**src/rtl/drp_pkg.sv**
```systemverilog
// Shared types and constants for the debounced rotator panel.
package drp_pkg;

    // Number of button channels
    localparam int Chans = 4;

    // Field widths
    localparam int AgeW   = 8;
    localparam int StepW  = 10;
    localparam int SpeedW = 16;

    // Age counter saturation value
    localparam logic [AgeW-1:0] AgeTop = '1;

    // Register reset values
    localparam logic [AgeW-1:0]   DebounceRst = 8'd20;
    localparam logic [StepW-1:0]  StepRst     = 10'd30;
    localparam logic [SpeedW-1:0] SpeedMaxRst = 16'hFFFF;

    // Configuration register indexes
    typedef enum logic [1:0] {
        CFG_DEBOUNCE  = 2'd0,
        CFG_STEP      = 2'd1,
        CFG_SPEED_MAX = 2'd2
    } t_cfg_idx;

    // What one lane reports for the current sample
    typedef struct packed {
        logic fire;   // stable level changed on this sample
        logic level;  // stable level after this sample
    } t_lane_evt;

    // One result beat
    typedef struct packed {
        logic              run_enable;
        logic              direction;
        logic [SpeedW-1:0] speed_value;
        logic [Chans-1:0]  stable_buttons;
    } t_result;

endpackage

```
**src/rtl/drp_lane.sv**
```systemverilog
// One debounce lane: age counter, previous raw level and stable level of a channel.
module drp_lane (
    input  logic                     i_clk,
    input  logic                     i_rst_n,
    input  logic                     i_en,
    input  logic                     i_raw,
    input  logic                     i_tick,
    input  logic [drp_pkg::AgeW-1:0] i_debounce,
    output drp_pkg::t_lane_evt       o_evt
);
    import drp_pkg::*;

    logic            r_prev;
    logic            r_stable;
    logic [AgeW-1:0] r_age;
    logic [AgeW-1:0] n_age;
    logic            fire;

    // Clear the age on a raw change, otherwise advance it on a tick
    always_comb begin
        if (i_raw != r_prev) begin
            n_age = '0;
        end else if (i_tick && (r_age != AgeTop)) begin
            n_age = r_age + 1'b1;
        end else begin
            n_age = r_age;
        end
        fire = (n_age > i_debounce) && (i_raw != r_stable);
    end

    assign o_evt.fire  = fire;
    assign o_evt.level = fire ? i_raw : r_stable;

    // Hold lane state between accepted beats
    always_ff @(posedge i_clk) begin
        if (!i_rst_n) begin
            r_prev   <= 1'b0;
            r_stable <= 1'b0;
            r_age    <= '0;
        end else if (i_en) begin
            r_prev   <= i_raw;
            r_stable <= o_evt.level;
            r_age    <= n_age;
        end
    end

    a_age_clear: assert property (@(posedge i_clk) disable iff (!i_rst_n)
        (i_en && (i_raw != r_prev)) |=> (r_age == '0))
        else $error("age not cleared after raw change");

    a_idle_hold: assert property (@(posedge i_clk) disable iff (!i_rst_n)
        !i_en |=> ($stable(r_age) && $stable(r_stable) && $stable(r_prev)))
        else $error("lane state moved without an accepted beat");

    a_fire_level: assert property (@(posedge i_clk) disable iff (!i_rst_n)
        (i_en && fire) |=> (r_stable == r_prev))
        else $error("stable level does not follow raw after a debounced change");

endmodule

```
**src/rtl/drp_merge.sv**
```systemverilog
// Merge stage: applies the button rules of the firing lanes in channel order.
module drp_merge (
    input  logic                       i_clk,
    input  logic                       i_rst_n,
    input  logic                       i_en,
    input  drp_pkg::t_lane_evt         i_evt [drp_pkg::Chans],
    input  logic [drp_pkg::StepW-1:0]  i_step,
    input  logic [drp_pkg::SpeedW-1:0] i_speed_max,
    output drp_pkg::t_result           o_result
);
    import drp_pkg::*;

    logic [SpeedW-1:0] r_speed;
    logic              r_dir;
    logic              r_run;
    logic [SpeedW-1:0] n_speed;
    logic              n_dir;
    logic              n_run;
    logic [Chans-1:0]  snap;
    logic [SpeedW:0]   sum;
    logic [SpeedW-1:0] step_ext;
    logic [Chans-1:0]  fires;

    assign step_ext = {{(SpeedW-StepW){1'b0}}, i_step};

    // Walk the lanes in order; each firing lane sees the levels of lanes up to
    // itself after the update and the later lanes before it
    always_comb begin
        n_speed = r_speed;
        n_dir   = r_dir;
        n_run   = r_run;
        snap    = '0;
        sum     = '0;
        for (int k = 0; k < Chans; k++) begin
            if (i_evt[k].fire) begin
                for (int j = 0; j < Chans; j++) begin
                    snap[j] = (j <= k) ? i_evt[j].level : (i_evt[j].level ^ i_evt[j].fire);
                end
                sum = {1'b0, n_speed} + {1'b0, step_ext};
                if (!snap[0]) begin
                    n_speed = (sum > {1'b0, i_speed_max}) ? i_speed_max : sum[SpeedW-1:0];
                end else if (!snap[1]) begin
                    n_speed = (n_speed >= step_ext) ? (n_speed - step_ext) : '0;
                end else if (!snap[2]) begin
                    n_dir = ~n_dir;
                end else if (!snap[3]) begin
                    n_run = ~n_run;
                end
            end
        end
    end

    // Build the result from the updated state
    always_comb begin
        for (int j = 0; j < Chans; j++) begin
            o_result.stable_buttons[j] = i_evt[j].level;
            fires[j]                   = i_evt[j].fire;
        end
        o_result.run_enable  = n_run;
        o_result.direction   = n_dir;
        o_result.speed_value = n_speed;
    end

    // Hold control state between accepted beats
    always_ff @(posedge i_clk) begin
        if (!i_rst_n) begin
            r_speed <= '0;
            r_dir   <= 1'b0;
            r_run   <= 1'b1;
        end else if (i_en) begin
            r_speed <= n_speed;
            r_dir   <= n_dir;
            r_run   <= n_run;
        end
    end

    a_no_fire_hold: assert property (@(posedge i_clk) disable iff (!i_rst_n)
        (!i_en || (fires == '0)) |=> ($stable(r_speed) && $stable(r_dir) && $stable(r_run)))
        else $error("control state changed without a debounced event");

    a_one_toggle: assert property (@(posedge i_clk) disable iff (!i_rst_n)
        ($countones(fires) <= 1) |-> !((n_dir != r_dir) && (n_run != r_run)))
        else $error("single event toggled both direction and run");

    a_speed_cap: assert property (@(posedge i_clk) disable iff (!i_rst_n)
        (i_en && (n_speed != r_speed) && (n_speed > r_speed)) |-> (n_speed <= i_speed_max))
        else $error("speed raised past its limit");

endmodule

```
**src/rtl/drp_out_fifo.sv**
```systemverilog
// Two-entry result queue that decouples the output stall from input acceptance.
module drp_out_fifo (
    input  logic             i_clk,
    input  logic             i_rst_n,
    input  logic             i_push,
    input  drp_pkg::t_result i_data,
    output logic             o_full,
    output logic             o_valid,
    input  logic             i_stall,
    output drp_pkg::t_result o_data
);
    import drp_pkg::*;

    t_result     r_mem [2];
    logic        r_wr_ptr;
    logic        r_rd_ptr;
    logic [1:0]  r_count;
    logic        pop;

    assign o_full  = (r_count == 2'd2);
    assign o_valid = (r_count != 2'd0);
    assign o_data  = r_mem[r_rd_ptr];
    assign pop     = o_valid && !i_stall;

    // Store an incoming beat
    always_ff @(posedge i_clk) begin
        if (i_push) begin
            r_mem[r_wr_ptr] <= i_data;
        end
    end

    // Advance pointers and occupancy
    always_ff @(posedge i_clk) begin
        if (!i_rst_n) begin
            r_wr_ptr <= 1'b0;
            r_rd_ptr <= 1'b0;
            r_count  <= 2'd0;
        end else begin
            if (i_push) begin
                r_wr_ptr <= ~r_wr_ptr;
            end
            if (pop) begin
                r_rd_ptr <= ~r_rd_ptr;
            end
            unique case ({i_push, pop})
                2'b10:   r_count <= r_count + 2'd1;
                2'b01:   r_count <= r_count - 2'd1;
                default: r_count <= r_count;
            endcase
        end
    end

    a_count_range: assert property (@(posedge i_clk) disable iff (!i_rst_n)
        r_count <= 2'd2)
        else $error("queue occupancy out of range");

    a_no_overflow: assert property (@(posedge i_clk) disable iff (!i_rst_n)
        !(i_push && o_full))
        else $error("beat pushed into a full queue");

    a_ptr_count: assert property (@(posedge i_clk) disable iff (!i_rst_n)
        ((r_count == 2'd0) || (r_count == 2'd2)) |-> (r_wr_ptr == r_rd_ptr))
        else $error("queue pointers disagree with occupancy");

endmodule

```
**src/rtl/debounced_rotator_panel.sv**
```systemverilog
// Top level of the debounced rotator panel: config registers, lanes, merge and result queue.
//
//  channel  | handshake                    | payload
//  ---------+------------------------------+-----------------------------------------
//  in       | i_in_valid  / o_in_stall     | i_raw_buttons, i_ms_tick
//  out      | o_out_valid / i_out_stall    | o_run_enable, o_direction, o_speed_value,
//           |                              | o_stable_buttons
//  cfg      | i_cfg_valid / o_cfg_ready    | i_cfg_index, i_cfg_data
//
//  One sample per cycle while o_in_stall is low; its result is queued when it is accepted.
//  The four lanes and the in-order rule merge update state in the accept cycle.
//  A two-entry result queue lets input keep flowing while one result waits;
//  o_in_stall rises only when both entries are occupied.
//  Synchronous active-low reset; no clearing pass, the block is ready right after it.
module debounced_rotator_panel (
    input  logic                       i_clk,
    input  logic                       i_rst_n,
    input  logic                       i_in_valid,
    output logic                       o_in_stall,
    input  logic [drp_pkg::Chans-1:0]  i_raw_buttons,
    input  logic                       i_ms_tick,
    output logic                       o_out_valid,
    input  logic                       i_out_stall,
    output logic                       o_run_enable,
    output logic                       o_direction,
    output logic [drp_pkg::SpeedW-1:0] o_speed_value,
    output logic [drp_pkg::Chans-1:0]  o_stable_buttons,
    input  logic                       i_cfg_valid,
    output logic                       o_cfg_ready,
    input  logic [1:0]                 i_cfg_index,
    input  logic [drp_pkg::SpeedW-1:0] i_cfg_data
);
    import drp_pkg::*;

    logic [AgeW-1:0]   r_debounce;
    logic [StepW-1:0]  r_step;
    logic [SpeedW-1:0] r_speed_max;
    logic              accept;
    logic              full;
    t_lane_evt         evt [Chans];
    t_result           merged;
    t_result           head;

    assign o_cfg_ready = 1'b1;
    assign o_in_stall  = full;
    assign accept      = i_in_valid && !full;

    // Write configuration registers
    always_ff @(posedge i_clk) begin
        if (!i_rst_n) begin
            r_debounce  <= DebounceRst;
            r_step      <= StepRst;
            r_speed_max <= SpeedMaxRst;
        end else if (i_cfg_valid && o_cfg_ready) begin
            unique case (t_cfg_idx'(i_cfg_index))
                CFG_DEBOUNCE:  r_debounce  <= i_cfg_data[AgeW-1:0];
                CFG_STEP:      r_step      <= i_cfg_data[StepW-1:0];
                CFG_SPEED_MAX: r_speed_max <= i_cfg_data;
                default:       ;
            endcase
        end
    end

    // Debounce lanes, one per button
    for (genvar g = 0; g < Chans; g++) begin : g_lane
        drp_lane u_lane (
            .i_clk      (i_clk),
            .i_rst_n    (i_rst_n),
            .i_en       (accept),
            .i_raw      (i_raw_buttons[g]),
            .i_tick     (i_ms_tick),
            .i_debounce (r_debounce),
            .o_evt      (evt[g])
        );
    end

    // Apply button rules in channel order
    drp_merge u_merge (
        .i_clk       (i_clk),
        .i_rst_n     (i_rst_n),
        .i_en        (accept),
        .i_evt       (evt),
        .i_step      (r_step),
        .i_speed_max (r_speed_max),
        .o_result    (merged)
    );

    // Queue results toward the output
    drp_out_fifo u_out_fifo (
        .i_clk   (i_clk),
        .i_rst_n (i_rst_n),
        .i_push  (accept),
        .i_data  (merged),
        .o_full  (full),
        .o_valid (o_out_valid),
        .i_stall (i_out_stall),
        .o_data  (head)
    );

    assign o_run_enable     = head.run_enable;
    assign o_direction      = head.direction;
    assign o_speed_value    = head.speed_value;
    assign o_stable_buttons = head.stable_buttons;

endmodule

```
**config.mk**
```make
export PLATFORM = sky130hd
export DESIGN_NAME = debounced_rotator_panel
export DESIGN_NICKNAME = d
export VERILOG_FILES = /design/src/rtl/drp_pkg.sv /design/src/rtl/drp_lane.sv /design/src/rtl/drp_merge.sv /design/src/rtl/drp_out_fifo.sv /design/src/rtl/debounced_rotator_panel.sv
export SDC_FILE = /design/constraint.sdc
export NUM_CORES = 1
export LEC_CHECK = 0
export BUFFER_PORTS_ARGS = -buffer_cell sky130_fd_sc_hd__buf_2
export CAP_MARGIN = 10
export CORE_MARGIN = 2
export CORE_UTILIZATION = 65
export CTS_CLUSTER_SIZE = 40
export DETAILED_ROUTE_END_ITERATION = 16
export GPL_TIMING_DRIVEN = 1
export PLACE_DENSITY = 0.81
export SLEW_MARGIN = 25
export SYNTH_ARGS = -nofsm -noshare
export SYNTH_HDL_FRONTEND = slang
export SYNTH_SLANG_ARGS = --single-unit
```
**constraint.sdc**
```tcl
create_clock -name i_clk -period 25.5 [get_ports i_clk]
set_input_delay 5.1 -clock i_clk [delete_from_list [all_inputs] [get_ports i_clk]]
set_output_delay 5.1 -clock i_clk [all_outputs]
set_load 0.01 [all_outputs]
```
==> run_results.csv <==
group,metric,value,unit
status,status,"completed",
worst_hold_path,hold_class,"reg2reg",
timing,holdWs,0.4820,ns
cts,htreeDepth,4,
timing,tightest_slew,1.073,ns
logic_synthesis,synth-xor-area-share,6.406,%
route,wirelength,57450,µm
critical_path,max_stage_delay,0.56,ns
logic_synthesis,synth_nets,2197,
floorplanning,dieWidth,158.9,µm
finish,seqCellArea,3264,µm²
critical_path,cp.arrival,24.43,ns
placed_design,post-dp-hpwl,43060,µm
critical_path,worstSetupPathType,"in2reg",
logic_synthesis,synth_compound_area_share,26.94,%
timing,finalSetupViolations,0,
pwr,p_per_area,66.47,nW/µm²
cts,path_clk_slew,0.06,ns
pwr,peakVddDrop,0.06183,mV
cts,insertion_delay,0.44,ns
logic_synthesis,seq_area_frac_synth,20.94,%
placed_design,gp_congestion,1.051,
timing,period_share,95.16,%
route,drtIter0Drc,2154,
timing,post-route-min-period,24.27,ns
finish,final_layout_size_suffix_gt1_share,9.734,%
logic_synthesis,synthFlopType,"dfxtp_1",
logic_synthesis,synthArstFlopShare,0,%
global_route,grt_pass1_wl,86780,µm
floorplanning,core,23470,µm²
critical_path,critPathMaxFanout,51,
logic_synthesis,synth_edf_count,44,
logic_synthesis,synth.avg_cell_area,7.872,µm²
timing,fin_worst_skew,0.01650,ns
floorplanning,rows,56,
finish,multi_input_area,11580,µm²
route,drt-pass1-iter-count,6,
finish,area_growth,6.888,%
critical_path,critPathTopFamily,"compound AO/OA/AOI/OAI gates",
route,drc_errors,0,
global_route,grt_pass1_vias,15387,
cts,root_buffer,"clkbuf_16",
logic_synthesis,synth_seq_cells,141,
floorplanning,ioPinCount,53,
logic_synthesis,yosysUniqueCellTypes,110,
global_route,grt_antenna_before_repair,3,
placed_design,port_buffers,51,
cts,cts_made_buffers,17,
finish,nNetsFinal,2197,
cts,cts_num_sinks,141,
route,final_antenna_net_count,0,
logic_synthesis,synth.area.mux_share,3.356,%
timing,drv_slew,0,
logic_synthesis,synthCells,1980,
timing,fmax,41.21,MHz
floorplanning,initial_core_util,66.40,%
finish,layoutNonFillerInstCount,2314,
logic_synthesis,synthSimpleGateAreaFrac,21.74,%
route,vias,16227,
cts,clockBufferDepth,2,
route,viasPerCell,7.013,
critical_path,endpoint_kind,"flip-flop",
global_route,grtUsageTotal,44.13,%
cts,cts_tree,"yes",
timing,hold_viol,0,
placed_design,place_inst,2279,
critical_path,cp_common_cell,"a21oi_1",
finish,fillers,1920,
timing,setup_tns,0,ns
logic_synthesis,synth-adder-area-share,15.56,%
timing,max_slew_margin,27.83,%
logic_synthesis,yosysWarnings,0,
job,maxCapViolCount,0,
pwr,leakage,0.007130,µW
floorplanning,die_area,25230,µm²
critical_path,crit_slowest_cell,"buf_4",
critical_path,worst_setup_path_start_kind,"primary input",
finish,utilization,70.98,%
logic_synthesis,synth_top_family_by_area,"compound AO/OA/AOI/OAI gates",
critical_path,critPathBufInv,7,
global_route,grt_remaining_overflow,0,
global_route,grt_max_degree,64,
critical_path,worst_ep_required_time,25.66,ns
floorplanning,die_h,158.9,µm
logic_synthesis,synth_area,15590,µm²
route,wl_per_cell,24.83,µm
-- power by group --
| part | switching [µW] | leakage (µW) | internal [µW] |
|---|---|---|---|
| registers | 32.4 | 0.00121 | 262 |
| logic | 350 | 0.00563 | 214 |
| clock network | 107 | 0.000289 | 143 |
| total | 490 | 0.00713 | 618 |
-- per-layer routing --
| layer | vias up | part of all wire (%) | global-route usage [%] | routed length [µm] |
|---|---|---|---|---|
| met2 | 1104 | 43 | 67.86 | 24580 |
| met5 | - | 0 | 0 | 0 |
| met4 | 0 | 6.7 | 24.92 | 3853 |
| met3 | 293 | 12 | 11.68 | 7077 |
| li1 | 7295 | - | - | - |
| met1 | 7535 | 38 | 56.15 | 21940 |
-- worst reg2reg max path: cells and delay by family (launching register included) --
| kind | cells | cell delay, ns |
|---|---|---|
| AO/OA/AOI/OAI | 49 | 11.15 |
| AND/OR/NAND/NOR | 24 | 4.46 |
| adder cells (fa/ha/maj) | 9 | 3.06 |
| buffers and inverters | 6 | 1.35 |
| flip-flops | 1 | 0.64 |
| XOR/XNOR | 3 | 0.63 |
-- registers in the layout, summed over array words and instances (netlist names), named ones only --
signal / flops
g_lane.u_lane.r_age: 32
g_lane.u_lane.r_prev: 4
g_lane.u_lane.r_stable: 4
r_debounce: 8
r_speed_max: 16
r_step: 10
u_merge.r_dir: 1
u_merge.r_run: 1
u_merge.r_speed: 16
u_out_fifo.r_count: 2
u_out_fifo.r_mem: 44
u_out_fifo.r_rd_ptr: 1
u_out_fifo.r_wr_ptr: 1
-- cells in the mapped netlist (all sizes together) (10+ instances only) --
master,count,area share (%)
nand2,200,4.8
ha,181,15
nor2,171,4.2
a21oi,153,5.1
o21ai,108,3.5
inv,103,2.5
dfxtp,97,12
clkbuf,70,1.7
xnor2,66,3.7
nand3,48,1.5
xor2,48,2.7
a21boi,44,2.1
edfxtp,44,8.5
nand4,38,1.5
nor3,38,1.2
o211ai,32,1.6
nor2b,30,1.2
a31oi,29,1.2
and2,29,1.2
and3,28,1.1
mux2,26,1.9
a21o,24,1.2
nand2b,24,1.0
o21bai,24,1.2
buf,23,0.85
mux2i,23,1.5
or3,22,0.98
a211oi,21,1.1
o21a,21,1.0
nor4,14,0.85
o22ai,11,0.44
a22o,10,0.56
a22oi,10,0.48
or2,10,0.40
-- stage by stage --
stage / setup slack (ns) / cell area, µm² / power (µW)
6_report: 1.234 / 16660 / 1107
5_1_grt: -0.06979 / 16660 / 1161
4_1_cts: 1.169 / 16620 / 1086
3_5_place_dp: 0.8991 / 16040 / 835.4
3_3_place_gp: 1.360 / 16010 / 823.0
2_1_floorplan: 3.614 / 15590 / 678.6
-- cell type report --
| type | instances | share of cell area, % |
|---|---|---|
| Inverter | 103 | 2.336 |
| Multi-Input combinational cell | 1644 | 69.51 |
| Sequential cell | 141 | 19.59 |
| Clock inverter | 10 | 0.4506 |
| Timing Repair Buffer | 73 | 2.644 |
| Tap cell | 319 | 2.396 |
| Clock buffer | 22 | 3.042 |
| Antenna cell | 2 | 0.03004 |
-- cell families after synthesis --
| kind of cell | Yosys count |
|---|---|
| xor gates and xnor gates | 114 |
| AOI/OAI and AO/OA | 607 |
| muxes | 49 |
| buffers and inverters | 196 |
| other | 1 |
| and+or+nand+nor | 683 |
| DFF | 141 |
| adders and majority gates | 189 |
-- placed cells by master (no fill, tap or decap), types with 18 or more instances in the layout --
| master | synthesis | routed |
|---|---|---|
| inv_1 | 100 | 100 |
| or3_1 | 19 | 19 |
| dfxtp_1 | 97 | 96 |
| buf_2 | 10 | 51 |
| nor3_1 | 38 | 38 |
| buf_4 | 5 | 21 |
| nand2b_1 | 23 | 23 |
| mux2_2 | 25 | 25 |
| nor2_1 | 169 | 168 |
| and3_1 | 28 | 26 |
| o211ai_1 | 31 | 31 |
| nand2_1 | 200 | 200 |
| nand3_1 | 48 | 48 |
| a31oi_1 | 29 | 29 |
| nand4_1 | 38 | 38 |
| a21oi_1 | 149 | 147 |
| clkbuf_16 | 0 | 19 |
| and2_1 | 28 | 27 |
| a21boi_0 | 44 | 44 |
| o21bai_1 | 24 | 24 |
| o21ai_0 | 97 | 97 |
| xnor2_1 | 66 | 66 |
| nor2b_1 | 30 | 30 |
| mux2i_1 | 23 | 23 |
| o21a_1 | 20 | 20 |
| xor2_1 | 48 | 48 |
| a211oi_1 | 18 | 18 |
| edfxtp_1 | 44 | 44 |
| a21o_1 | 24 | 24 |
| ha_1 | 181 | 181 |
-- worst paths after layout --
kind	start	cells after the start	slack, ns	end
setup / recovery	i_ms_tick	88	1.23	u_out_fifo.r_mem[0][8]
hold / removal	g_lane[2].u_lane.r_prev	2	0.48	g_lane[2].u_lane.r_prev
setup reg to reg	r_step[1]	91	3.89	u_out_fifo.r_mem[0][8]
hold reg to reg	g_lane[2].u_lane.r_prev	2	0.48	g_lane[2].u_lane.r_prev
-- timing repair --
item,CTS,global route
setup buffers,0,0
gates resized for setup,0,5
setup endpoints to repair,0,48
hold buffers,0,0
Power figures use the tool's default switching activity.
